### src/hdl/sbs_pkg.sv
// Shared types, constants and register map of the beacon scheduler.
package sbs_pkg;

   // Default width of all time values
   localparam int TIME_BITS_DEF = 32;

   // Configuration port
   localparam int CSR_IDX_W  = 3;
   localparam int CSR_DATA_W = 16;

   localparam logic [CSR_IDX_W-1:0] CSR_FAST_SPEED  = 3'd0;
   localparam logic [CSR_IDX_W-1:0] CSR_FAST_RATE   = 3'd1;
   localparam logic [CSR_IDX_W-1:0] CSR_SLOW_SPEED  = 3'd2;
   localparam logic [CSR_IDX_W-1:0] CSR_SLOW_RATE   = 3'd3;
   localparam logic [CSR_IDX_W-1:0] CSR_TURN_TIME   = 3'd4;
   localparam logic [CSR_IDX_W-1:0] CSR_TURN_ANGLE  = 3'd5;
   localparam logic [CSR_IDX_W-1:0] CSR_TURN_SLOPE  = 3'd6;
   localparam logic [CSR_IDX_W-1:0] CSR_START_DELAY = 3'd7;

   // Register reset values
   localparam logic [7:0]  RST_FAST_SPEED  = 8'd60;
   localparam logic [15:0] RST_FAST_RATE   = 16'd180;
   localparam logic [7:0]  RST_SLOW_SPEED  = 8'd5;
   localparam logic [15:0] RST_SLOW_RATE   = 16'd1800;
   localparam logic [15:0] RST_TURN_TIME   = 16'd15;
   localparam logic [7:0]  RST_TURN_ANGLE  = 8'd30;
   localparam logic [15:0] RST_TURN_SLOPE  = 16'd255;
   localparam logic [15:0] RST_START_DELAY = 16'd60;

   // Scheduling constants
   localparam int RETRY_SECONDS    = 2;
   localparam int HALF_TURN_TENTHS = 1800;
   localparam int FULL_TURN_TENTHS = 3600;
   localparam int MIN_PEG_SPEED    = 256;   // 1.0 mph in 8.8

   // Shared multiplier: signed 18 x signed 17
   localparam int MUL_A_W = 18;
   localparam int MUL_B_W = 17;
   localparam int MUL_P_W = MUL_A_W + MUL_B_W;

   // Iterative divider: 34-bit dividend, 17-bit divisor
   localparam int DIV_NUM_W = 34;
   localparam int DIV_DEN_W = 17;

   typedef struct packed {
      logic [31:0] now_seconds;
      logic        fix_ok;
      logic        speed_known;
      logic [15:0] speed_mph;
      logic        course_known;
      logic [11:0] course_tenths;
   } req_type;

   typedef struct packed {
      logic        send_now;
      logic        corner_pegged;
      logic [31:0] next_due;
   } rsp_type;

   typedef struct packed {
      logic [7:0]  fast_speed;
      logic [15:0] fast_rate;
      logic [7:0]  slow_speed;
      logic [15:0] slow_rate;
      logic [15:0] turn_time;
      logic [7:0]  turn_angle;
      logic [15:0] turn_slope;
      logic [15:0] start_delay;
   } cfg_type;

   typedef enum logic [2:0] {
      ST_IDLE,
      ST_MUL_RATE,
      ST_MUL_PEG,
      ST_DIV_WAIT,
      ST_FINISH
   } sbs_state_type;

   // Controls from the sequencer to the datapath
   typedef struct packed {
      logic req_ready;
      logic mul_rate;
      logic mul_peg;
      logic div_start;
      logic peg_eval;
      logic commit;
   } ctl_type;

endpackage

### src/hdl/sbs_csr.sv
// Configuration register file of the beacon scheduler.
module sbs_csr (
   input  logic                          clock,
   input  logic                          reset,
   input  logic                          csr_wr_en,
   input  logic [sbs_pkg::CSR_IDX_W-1:0] csr_index,
   input  logic [sbs_pkg::CSR_DATA_W-1:0] csr_wdata,
   output sbs_pkg::cfg_type              cfg
);
   import sbs_pkg::*;

   cfg_type cfg_ff;
   cfg_type cfg_in;

   // Decode the write into the addressed register
   always_comb begin
      cfg_in = cfg_ff;
      if (csr_wr_en) begin
         unique case (csr_index)
            CSR_FAST_SPEED:  cfg_in.fast_speed  = csr_wdata[7:0];
            CSR_FAST_RATE:   cfg_in.fast_rate   = csr_wdata;
            CSR_SLOW_SPEED:  cfg_in.slow_speed  = csr_wdata[7:0];
            CSR_SLOW_RATE:   cfg_in.slow_rate   = csr_wdata;
            CSR_TURN_TIME:   cfg_in.turn_time   = csr_wdata;
            CSR_TURN_ANGLE:  cfg_in.turn_angle  = csr_wdata[7:0];
            CSR_TURN_SLOPE:  cfg_in.turn_slope  = csr_wdata;
            CSR_START_DELAY: cfg_in.start_delay = csr_wdata;
            default: ;
         endcase
      end
   end

   always_ff @(posedge clock) begin
      if (reset) begin
         cfg_ff.fast_speed  <= RST_FAST_SPEED;
         cfg_ff.fast_rate   <= RST_FAST_RATE;
         cfg_ff.slow_speed  <= RST_SLOW_SPEED;
         cfg_ff.slow_rate   <= RST_SLOW_RATE;
         cfg_ff.turn_time   <= RST_TURN_TIME;
         cfg_ff.turn_angle  <= RST_TURN_ANGLE;
         cfg_ff.turn_slope  <= RST_TURN_SLOPE;
         cfg_ff.start_delay <= RST_START_DELAY;
      end else begin
         cfg_ff <= cfg_in;
      end
   end

   assign cfg = cfg_ff;

endmodule

### src/hdl/sbs_div.sv
// Restoring divider that produces one quotient bit per cycle.
module sbs_div (
   input  logic                          clock,
   input  logic                          reset,
   input  logic                          start,
   input  logic [sbs_pkg::DIV_NUM_W-1:0] dividend,
   input  logic [sbs_pkg::DIV_DEN_W-1:0] divisor,
   output logic                          done,
   output logic [sbs_pkg::DIV_NUM_W-1:0] quotient
);
   import sbs_pkg::*;

   localparam int CNT_W = $clog2(DIV_NUM_W);
   localparam logic [CNT_W-1:0] LAST_STEP = CNT_W'(DIV_NUM_W - 1);

   logic [DIV_NUM_W-1:0] num_ff, num_in;
   logic [DIV_NUM_W-1:0] quo_ff, quo_in;
   logic [DIV_DEN_W-1:0] den_ff, den_in;
   logic [DIV_DEN_W-1:0] rem_ff, rem_in;
   logic [CNT_W-1:0]     cnt_ff, cnt_in;
   logic                 busy_ff, busy_in;
   logic                 done_ff, done_in;

   logic [DIV_DEN_W:0]   rem_shift;
   logic [DIV_DEN_W+1:0] trial;
   logic                 fits;

   // Shift in the next dividend bit and try to subtract the divisor
   always_comb begin
      rem_shift = {rem_ff, num_ff[DIV_NUM_W-1]};
      trial     = {1'b0, rem_shift} - {2'b00, den_ff};
      fits      = ~trial[DIV_DEN_W+1];
   end

   // Advance one step, or load a new operand pair
   always_comb begin
      num_in  = num_ff;
      quo_in  = quo_ff;
      den_in  = den_ff;
      rem_in  = rem_ff;
      cnt_in  = cnt_ff;
      busy_in = busy_ff;
      done_in = 1'b0;
      if (start) begin
         num_in  = dividend;
         den_in  = divisor;
         rem_in  = '0;
         cnt_in  = '0;
         busy_in = 1'b1;
      end else if (busy_ff) begin
         num_in = {num_ff[DIV_NUM_W-2:0], 1'b0};
         quo_in = {quo_ff[DIV_NUM_W-2:0], fits};
         rem_in = fits ? trial[DIV_DEN_W-1:0] : rem_shift[DIV_DEN_W-1:0];
         cnt_in = cnt_ff + 1'b1;
         if (cnt_ff == LAST_STEP) begin
            busy_in = 1'b0;
            done_in = 1'b1;
         end
      end
   end

   always_ff @(posedge clock) begin
      if (reset) begin
         busy_ff <= 1'b0;
         done_ff <= 1'b0;
         cnt_ff  <= '0;
      end else begin
         busy_ff <= busy_in;
         done_ff <= done_in;
         cnt_ff  <= cnt_in;
      end
      num_ff <= num_in;
      quo_ff <= quo_in;
      den_ff <= den_in;
      rem_ff <= rem_in;
   end

   assign done     = done_ff;
   assign quotient = quo_ff;

endmodule

### src/hdl/sbs_ctrl.sv
// Sequencer that steps one tick through multiply, divide and update.
module sbs_ctrl (
   input  logic             clock,
   input  logic             reset,
   input  logic             req_valid,
   input  logic             div_done,
   input  logic             out_free,
   output sbs_pkg::ctl_type ctl
);
   import sbs_pkg::*;

   sbs_state_type state_ff, state_in;

   // Next state
   always_comb begin
      state_in = state_ff;
      unique case (state_ff)
         ST_IDLE:     if (req_valid) state_in = ST_MUL_RATE;
         ST_MUL_RATE: state_in = ST_MUL_PEG;
         ST_MUL_PEG:  state_in = ST_DIV_WAIT;
         ST_DIV_WAIT: if (div_done) state_in = ST_FINISH;
         ST_FINISH:   if (out_free) state_in = ST_IDLE;
         default:     state_in = ST_IDLE;
      endcase
   end

   // Outputs
   always_comb begin
      ctl = '0;
      unique case (state_ff)
         ST_IDLE:     ctl.req_ready = 1'b1;
         ST_MUL_RATE: ctl.mul_rate  = 1'b1;
         ST_MUL_PEG: begin
            ctl.mul_peg   = 1'b1;
            ctl.div_start = 1'b1;
         end
         ST_DIV_WAIT: ctl.peg_eval = 1'b1;
         ST_FINISH:   ctl.commit   = out_free;
         default: ;
      endcase
   end

   always_ff @(posedge clock) begin
      if (reset) begin
         state_ff <= ST_IDLE;
      end else begin
         state_ff <= state_in;
      end
   end

endmodule

### src/hdl/smart_beacon_scheduler_unit.sv
// Top level of the SmartBeaconing scheduler for one tracker beacon.
//
// Each request is a once-per-second tick with the time and a GPS sample; each
// request gives exactly one response: send_now, corner_pegged and next_due.
// Both channels use valid/ready. A request is taken only while the sequencer
// is idle, so the next request waits until the previous tick has finished. The
// 34-step restoring divider forms the proportional rate; a shared 18x17
// multiplier serves the rate numerator and the corner test.
// A finished response sits in an output register, so the next request is
// accepted while the receiver stalls; a tick that finishes while the output
// register is still full waits in its last step until the register frees.
// Configuration is written through csr_wr_en/csr_index/csr_wdata with no wait
// state; the user must write it only while the block is idle (not enforced).
// Reset (synchronous, active high) loads the register defaults, clears the
// last send time and due time, marks course zero as the last sent course and
// arms the start delay for the first tick. TIME_BITS sets the width of the
// internal time counters; times wrap at that width.
module smart_beacon_scheduler_unit #(
   parameter int TIME_BITS = sbs_pkg::TIME_BITS_DEF
) (
   input  logic                           clock,
   input  logic                           reset,
   input  logic                           req_valid,
   output logic                           req_ready,
   input  sbs_pkg::req_type               req_data,
   output logic                           rsp_valid,
   input  logic                           rsp_ready,
   output sbs_pkg::rsp_type               rsp_data,
   input  logic                           csr_wr_en,
   input  logic [sbs_pkg::CSR_IDX_W-1:0]  csr_index,
   input  logic [sbs_pkg::CSR_DATA_W-1:0] csr_wdata
);
   import sbs_pkg::*;

   localparam int TW = TIME_BITS;

   cfg_type cfg;
   ctl_type ctl;

   // Captured tick
   logic [TW-1:0] now_ff, now_in;
   logic          fix_ff, fix_in;
   logic          spk_ff, spk_in;
   logic [15:0]   spd_ff, spd_in;
   logic          crk_ff, crk_in;
   logic [11:0]   crs_ff, crs_in;

   // Scheduler state
   logic [TW-1:0] last_time_ff, last_time_in;
   logic [11:0]   last_course_ff, last_course_in;
   logic          course_valid_ff, course_valid_in;
   logic [TW-1:0] due_ff, due_in;
   logic          started_ff, started_in;

   // Shared unit results
   logic signed [MUL_P_W-1:0] prod_ff, prod_in;
   logic                      peg_ff, peg_in;

   // Output register
   logic    rsp_valid_ff, rsp_valid_in;
   rsp_type rsp_ff, rsp_in;

   logic                 out_free;
   logic                 div_done;
   logic [DIV_NUM_W-1:0] quotient;
   logic [DIV_NUM_W-1:0] dividend;
   logic [DIV_DEN_W-1:0] divisor;

   logic [11:0]               diff;
   logic signed [13:0]        change;
   logic signed [13:0]        margin;
   logic [11:0]               angle10;
   logic signed [MUL_A_W-1:0] mul_a;
   logic signed [MUL_B_W-1:0] mul_b;
   logic signed [MUL_P_W-1:0] mul_p;
   logic [28:0]               slope_term;
   logic                      lhs_gt;
   logic                      time_ok;

   logic [16:0]   avg_sum;
   logic [31:0]   rate;
   logic [TW-1:0] rate_t;
   logic [TW-1:0] cand;
   logic [TW-1:0] due_mid;
   logic [TW-1:0] due_new;
   logic          pegged;
   logic          send;

   sbs_csr u_csr (
      .clock     (clock),
      .reset     (reset),
      .csr_wr_en (csr_wr_en),
      .csr_index (csr_index),
      .csr_wdata (csr_wdata),
      .cfg       (cfg)
   );

   sbs_ctrl u_ctrl (
      .clock     (clock),
      .reset     (reset),
      .req_valid (req_valid),
      .div_done  (div_done),
      .out_free  (out_free),
      .ctl       (ctl)
   );

   // Rate dividend 2*fast_rate*fast_speed*256 + speed over divisor 2*speed
   assign dividend = DIV_NUM_W'({prod_ff[23:0], 9'b0}) + DIV_NUM_W'(spd_ff);
   assign divisor  = {spd_ff, 1'b0};

   sbs_div u_div (
      .clock    (clock),
      .reset    (reset),
      .start    (ctl.div_start),
      .dividend (dividend),
      .divisor  (divisor),
      .done     (div_done),
      .quotient (quotient)
   );

   assign out_free  = ~rsp_valid_ff | rsp_ready;
   assign req_ready = ctl.req_ready;

   // Heading change against the last sent course, less the base threshold
   always_comb begin
      diff    = (crs_ff > last_course_ff) ? (crs_ff - last_course_ff)
                                          : (last_course_ff - crs_ff);
      change  = (diff <= 12'(HALF_TURN_TENTHS))
                ? $signed({2'b00, diff})
                : $signed(14'(FULL_TURN_TENTHS)) - $signed({2'b00, diff});
      angle10 = {1'b0, cfg.turn_angle, 3'b000} + {3'b000, cfg.turn_angle, 1'b0};
      margin  = change - $signed({2'b00, angle10});
   end

   // Select operands of the shared multiplier
   always_comb begin
      if (ctl.mul_peg) begin
         mul_a = {{(MUL_A_W-14){margin[13]}}, margin};
         mul_b = {1'b0, spd_ff};
      end else begin
         mul_a = {2'b00, cfg.fast_rate};
         mul_b = {9'b0, cfg.fast_speed};
      end
      mul_p = mul_a * mul_b;
   end

   // Corner test: (change - 10*angle)*speed > 2560*slope, turn time passed
   always_comb begin
      slope_term = {2'b00, cfg.turn_slope, 11'b0} + {4'b0000, cfg.turn_slope, 9'b0};
      lhs_gt     = prod_ff > $signed({6'b0, slope_term});
      time_ok    = (now_ff >= last_time_ff) &&
                   ((now_ff - last_time_ff) >= TW'(cfg.turn_time));
   end

   // Straight-line rate in whole seconds
   always_comb begin
      avg_sum = {1'b0, cfg.fast_rate} + {1'b0, cfg.slow_rate} + 17'd1;
      priority if (!spk_ff) begin
         rate = 32'(avg_sum[16:1]);
      end else if (spd_ff > {cfg.fast_speed, 8'h00}) begin
         rate = 32'(cfg.fast_rate);
      end else if (spd_ff < {cfg.slow_speed, 8'h00} || spd_ff == 16'd0) begin
         rate = 32'(cfg.slow_rate);
      end else begin
         rate = quotient[31:0];
      end
      rate_t = TW'(rate);
   end

   // Pull the due time earlier, then send or retry once it has come
   always_comb begin
      cand    = peg_ff ? now_ff : last_time_ff + rate_t;
      due_mid = due_ff;
      pegged  = 1'b0;
      if (fix_ff && cand < due_ff) begin
         due_mid = cand;
         pegged  = peg_ff;
      end
      due_new         = due_mid;
      send            = 1'b0;
      last_time_in    = last_time_ff;
      last_course_in  = last_course_ff;
      course_valid_in = course_valid_ff;
      if (due_mid <= now_ff) begin
         if (!fix_ff) begin
            due_new = now_ff + TW'(RETRY_SECONDS);
         end else begin
            send            = 1'b1;
            last_time_in    = now_ff;
            last_course_in  = crs_ff;
            course_valid_in = crk_ff;
            due_new         = now_ff + rate_t;
         end
      end
      if (!ctl.commit) begin
         last_time_in    = last_time_ff;
         last_course_in  = last_course_ff;
         course_valid_in = course_valid_ff;
      end
   end

   // Capture the request and arm the start delay on the first tick
   always_comb begin
      now_in     = now_ff;
      fix_in     = fix_ff;
      spk_in     = spk_ff;
      spd_in     = spd_ff;
      crk_in     = crk_ff;
      crs_in     = crs_ff;
      due_in     = due_ff;
      started_in = started_ff;
      if (req_valid && ctl.req_ready) begin
         now_in = TW'(req_data.now_seconds);
         fix_in = req_data.fix_ok;
         spk_in = req_data.speed_known;
         spd_in = req_data.speed_mph;
         crk_in = req_data.course_known;
         crs_in = req_data.course_tenths;
         if (!started_ff) begin
            due_in     = TW'(req_data.now_seconds) + TW'(cfg.start_delay);
            started_in = 1'b1;
         end
      end else if (ctl.commit) begin
         due_in = due_new;
      end
   end

   // Hold multiplier and corner results between steps
   always_comb begin
      prod_in = prod_ff;
      peg_in  = peg_ff;
      if (ctl.mul_rate || ctl.mul_peg) begin
         prod_in = mul_p;
      end
      if (ctl.peg_eval) begin
         peg_in = spk_ff && (spd_ff >= 16'(MIN_PEG_SPEED)) && crk_ff &&
                  course_valid_ff && lhs_gt && time_ok;
      end
   end

   // Load the output register on commit, drop it once taken
   always_comb begin
      rsp_valid_in = rsp_valid_ff;
      rsp_in       = rsp_ff;
      if (ctl.commit) begin
         rsp_valid_in         = 1'b1;
         rsp_in.send_now      = send;
         rsp_in.corner_pegged = pegged;
         rsp_in.next_due      = 32'(due_new);
      end else if (rsp_ready) begin
         rsp_valid_in = 1'b0;
      end
   end

   always_ff @(posedge clock) begin
      if (reset) begin
         last_time_ff    <= '0;
         last_course_ff  <= '0;
         course_valid_ff <= 1'b1;
         due_ff          <= '0;
         started_ff      <= 1'b0;
         rsp_valid_ff    <= 1'b0;
      end else begin
         last_time_ff    <= last_time_in;
         last_course_ff  <= last_course_in;
         course_valid_ff <= course_valid_in;
         due_ff          <= due_in;
         started_ff      <= started_in;
         rsp_valid_ff    <= rsp_valid_in;
      end
      now_ff  <= now_in;
      fix_ff  <= fix_in;
      spk_ff  <= spk_in;
      spd_ff  <= spd_in;
      crk_ff  <= crk_in;
      crs_ff  <= crs_in;
      prod_ff <= prod_in;
      peg_ff  <= peg_in;
      rsp_ff  <= rsp_in;
   end

   assign rsp_valid = rsp_valid_ff;
   assign rsp_data  = rsp_ff;

endmodule
### config.mk
export PLATFORM = sky130hd
export DESIGN_NAME = smart_beacon_scheduler_unit
export DESIGN_NICKNAME = d
export VERILOG_FILES = /design/src/hdl/sbs_pkg.sv /design/src/hdl/sbs_csr.sv /design/src/hdl/sbs_div.sv /design/src/hdl/sbs_ctrl.sv /design/src/hdl/smart_beacon_scheduler_unit.sv
export SDC_FILE = /design/constraint.sdc
export NUM_CORES = 2
export LEC_CHECK = 0
export BUFFER_PORTS_ARGS = -buffer_cell sky130_fd_sc_hd__buf_2
export CAP_MARGIN = 20
export CORE_ASPECT_RATIO = 0.75
export CORE_MARGIN = 4
export CORE_UTILIZATION = 55
export CTS_BUF_LIST = sky130_fd_sc_hd__clkbuf_8
export DETAILED_ROUTE_END_ITERATION = 10
export PLACE_DENSITY = 0.79
export SYNTH_ARGS = -nofsm -noshare
export SYNTH_HDL_FRONTEND = slang
export SYNTH_SLANG_ARGS = --single-unit
### constraint.sdc
create_clock -name clock -period 16.84 [get_ports clock]
set_clock_uncertainty 0.1 [all_clocks]
set_input_delay 3.368 -clock clock [delete_from_list [all_inputs] [get_ports clock]]
set_output_delay 3.368 -clock clock [all_outputs]
set_load 0.01 [all_outputs]
==> flow_summary.yaml <==
synthesis:
  ys.flop_type: "edfxtp_1"
  synth_common_cells: "645 x inv_1, 557 x nand2_1, 436 x nor2_1"
  avgSynthCellArea_um2: 8.58
  synthMuxAreaShare_pct: 2.81
  synth_simple_gate_area_share_pct: 16.2
  synth_edf_count: 215
  yosys.area.top_type: "edfxtp_1"
  synth_xor_area_share_pct: 5.09
  synthAdderAreaFrac_pct: 26.3
  synthTopCellsByArea: "edfxtp_1 15%, fa_1 14%, ha_1 12%, dfxtp_1 10%, inv_1 5.8%"
  yosysWarnings: 0
  syn_area_um2: 41800
  synth_cells: 4869
  ys_ff_latch: 426
  synth_nets: 5658
  synth_top_area_share_pct: 15.5
  synth.most_common_cell: "inv_1"
  synth_top_family_by_area: "adder cells"
  async_flop_share_pct: 0
  synth_compound_area_share_pct: 16.7
  ys_seq_area_share_pct: 25.6
  synth_cell_types: 94
sta:
  relSlewSlack_pct: 19.1
  slew_viol_final: 0
  setup_violations: 0
  fin_setup_tns_ns: 0
  rsz0062_at_grt: "no"
  setup_slack_ns: 2.93
  period_needed_ns: 13.91
  finalCritPeriodShare_pct: 82.6
  holdWs_ns: 0.313
  hold_viol: 0
  worstMarginPinSlew_ns: 1.21
  max_clock_freq_ghz: 0.0719
critical_path:
  crit_required_ns: 17.17
  crit_start: "crs_ff[0]"
  path_depth: 51
  worstRegToRegCells: 51
  cpMaxStageDelayCell: "a21oi_1"
  slowest_delay_ns: 0.81
  r2r-end: "prod_ff[32]"
  r2r-start: "crs_ff[0]"
  criticalPathCategory: "reg2reg"
  end_kind: "flop"
  crit_end: "prod_ff[32]"
  path_buf_inv: 6
  critPathMaxFanout: 10
  cp.arrival_ns: 14.24
  r2r_slack_ns: 2.93
  cp-start-kind: "flop"
  cp_common_cell: "fa_1"
  critical-path-top-delay-family: "compound AO/OA/AOI/OAI gates"
pwr:
  powerDensity_nw_per_um2: 121
  max-vdd-ir-drop_mv: 0.128
  internal-power_mw: 3.03
  sw_frac_of_total_pct: 44.1
  seq_power_share_pct: 26.1
  power_mw: 5.43
  combPwrFrac_pct: 55.8
  leakagePower_nw: 20.6
  p_sw_mw: 2.40
  clockPowerShare_pct: 18.2
cells_and_area:
  fillCellCount: 6525
  syn_to_final_growth_pct: 7.48
  seqCellArea_um2: 10700
  fin_area_um2: 44900
  multi_input_comb_area_um2: 28100
  drive_gt1_share_pct: 6.85
  instances_no_fill: 6037
  fin_nets: 5737
  post-route-util_pct: 59.7
clock_tree:
  clock-sinks: 426
  cts.clk_slew.worst_paths_ns: 0.07
  cts_tree: "yes"
  clk_path_buf_depth: 3
  cts_setup_buffers: 0
  cts_resized: 0
  cts_hold_buf: 0
  h-tree-depth: 3
  cts_root_buf: "clkbuf_8"
  cts_buffers: 74
  insertion_delay_ns: 0.74
hold_path:
  min_from: "u_div.quotient[13]"
  hold_path_class: "reg2reg"
  hold_depth: 0
route:
  wl_per_cell_um: 20.3
  ant_nets: 0
  via_count: 35528
  wirelength_um: 122000
  drtIter0Drc: 4042
  vias_per_cell: 5.89
  firstDrtPassIters: 8
  remaining_drc_errors: 0
grt:
  track_usage_pct: 30.0
  grt_pass1_wl_um: 189000
  grt_pass1_vias: 33499
  grt_max_degree: 77
  antenna_found_initial: 9
  overflow: 0
floorplan:
  die_w_um: 326
  rows: 87
  io_pins: 123
  core_region_area_um2: 75200
  dieArea_um2: 80500
  initial_core_util_pct: 55.6
  die_y_um: 247
place:
  port_buffers: 122
  dp_hpwl_um: 97300
  dp_slack_ns: 3.12
  placed_cells: 5893
  place.gp.congestion: 1.01
  placed_cell_area_um2: 43400
status:
  status: "complete, no violations"
run:
  max_cap_viol_count: 0
-- cells by family after synthesis --
kind of cell | after synthesis
fa+ha+maj | 702
mux | 115
flops | 426
buf+inv | 806
xor+xnor | 241
simple gates | 1494
compound gates | 1085
-- worst min path at each step --
stage          slack (ns)                  to
2_1_floorplan        0.32  u_div.quotient[17]
5_1_grt              0.32  u_div.quotient[14]
3_5_place_dp         0.33  u_div.quotient[24]
3_3_place_gp         0.32  u_div.quotient[24]
4_1_cts              0.31  u_div.quotient[14]
6_report             0.31  u_div.quotient[14]
-- sequential cells by signal (all words and copies together) (netlist names), 3 cells and up --
signal,cells
last_time_ff,32
u_div.quotient,32
now_ff,32
crs_ff,12
u_div.cnt_ff,6
u_div.den_ff,16
u_div.num_ff,34
rsp_data,34
u_csr.cfg,104
prod_ff,35
spd_ff,16
last_course_ff,12
due_ff,32
u_div.rem_ff,17
u_ctrl.state_ff,3
-- cell usage in the layout (no fill, tap or decap), drive strengths merged, types with 13 or more instances in the layout --
cell type    n
a211o       22
a211oi      61
a21boi      20
a21o       131
a21oi      331
a31oi       24
and2        66
and3        40
buf        164
clkbuf      83
clkinv      13
dfxtp      211
edfxtp     215
fa         295
ha         407
inv        679
mux2        20
mux2i       95
nand2      557
nand2b      50
nand3      100
nand4       47
nor2       438
nor2b       49
nor3        64
nor4        16
o211ai      44
o21a        48
o21ai      232
o21bai      31
o31ai       26
or2         15
xnor2      161
xor2        80
-- power groups by stage --
stage / Clock, mW / Sequential (mW) / Combinational (mW)
6_report: 0.986 / 1.41 / 3.03
2_1_floorplan: 0 / 1.38 / 2.25
4_1_cts: 1.00 / 1.41 / 2.98
3_5_place_dp: 0 / 1.43 / 2.96
3_3_place_gp: 0 / 1.43 / 2.88
5_1_grt: 1.05 / 1.42 / 3.40
-- routing by layer --
metal / share of wire (%) / track usage, % / vias up
met4: 2.0 / 6.97 / 12
met2: 39 / 41.2 / 1683
met1: 45 / 43.8 / 16878
li1: - / - / 16765
met5: 0.056 / 0 / -
met3: 14 / 11.9 / 190
-- area by class of cell --
type | count | area share, %
diodes | 5 | 0.0279
inverters | 645 | 5.40
clock buffers | 83 | 2.54
multi-input cells | 3637 | 62.6
clock inverters | 54 | 0.786
flip-flops and latches | 426 | 23.8
well taps | 1023 | 2.85
repair buffers | 164 | 2.06
No activity file was read; power rests on OpenSTA's default activity.
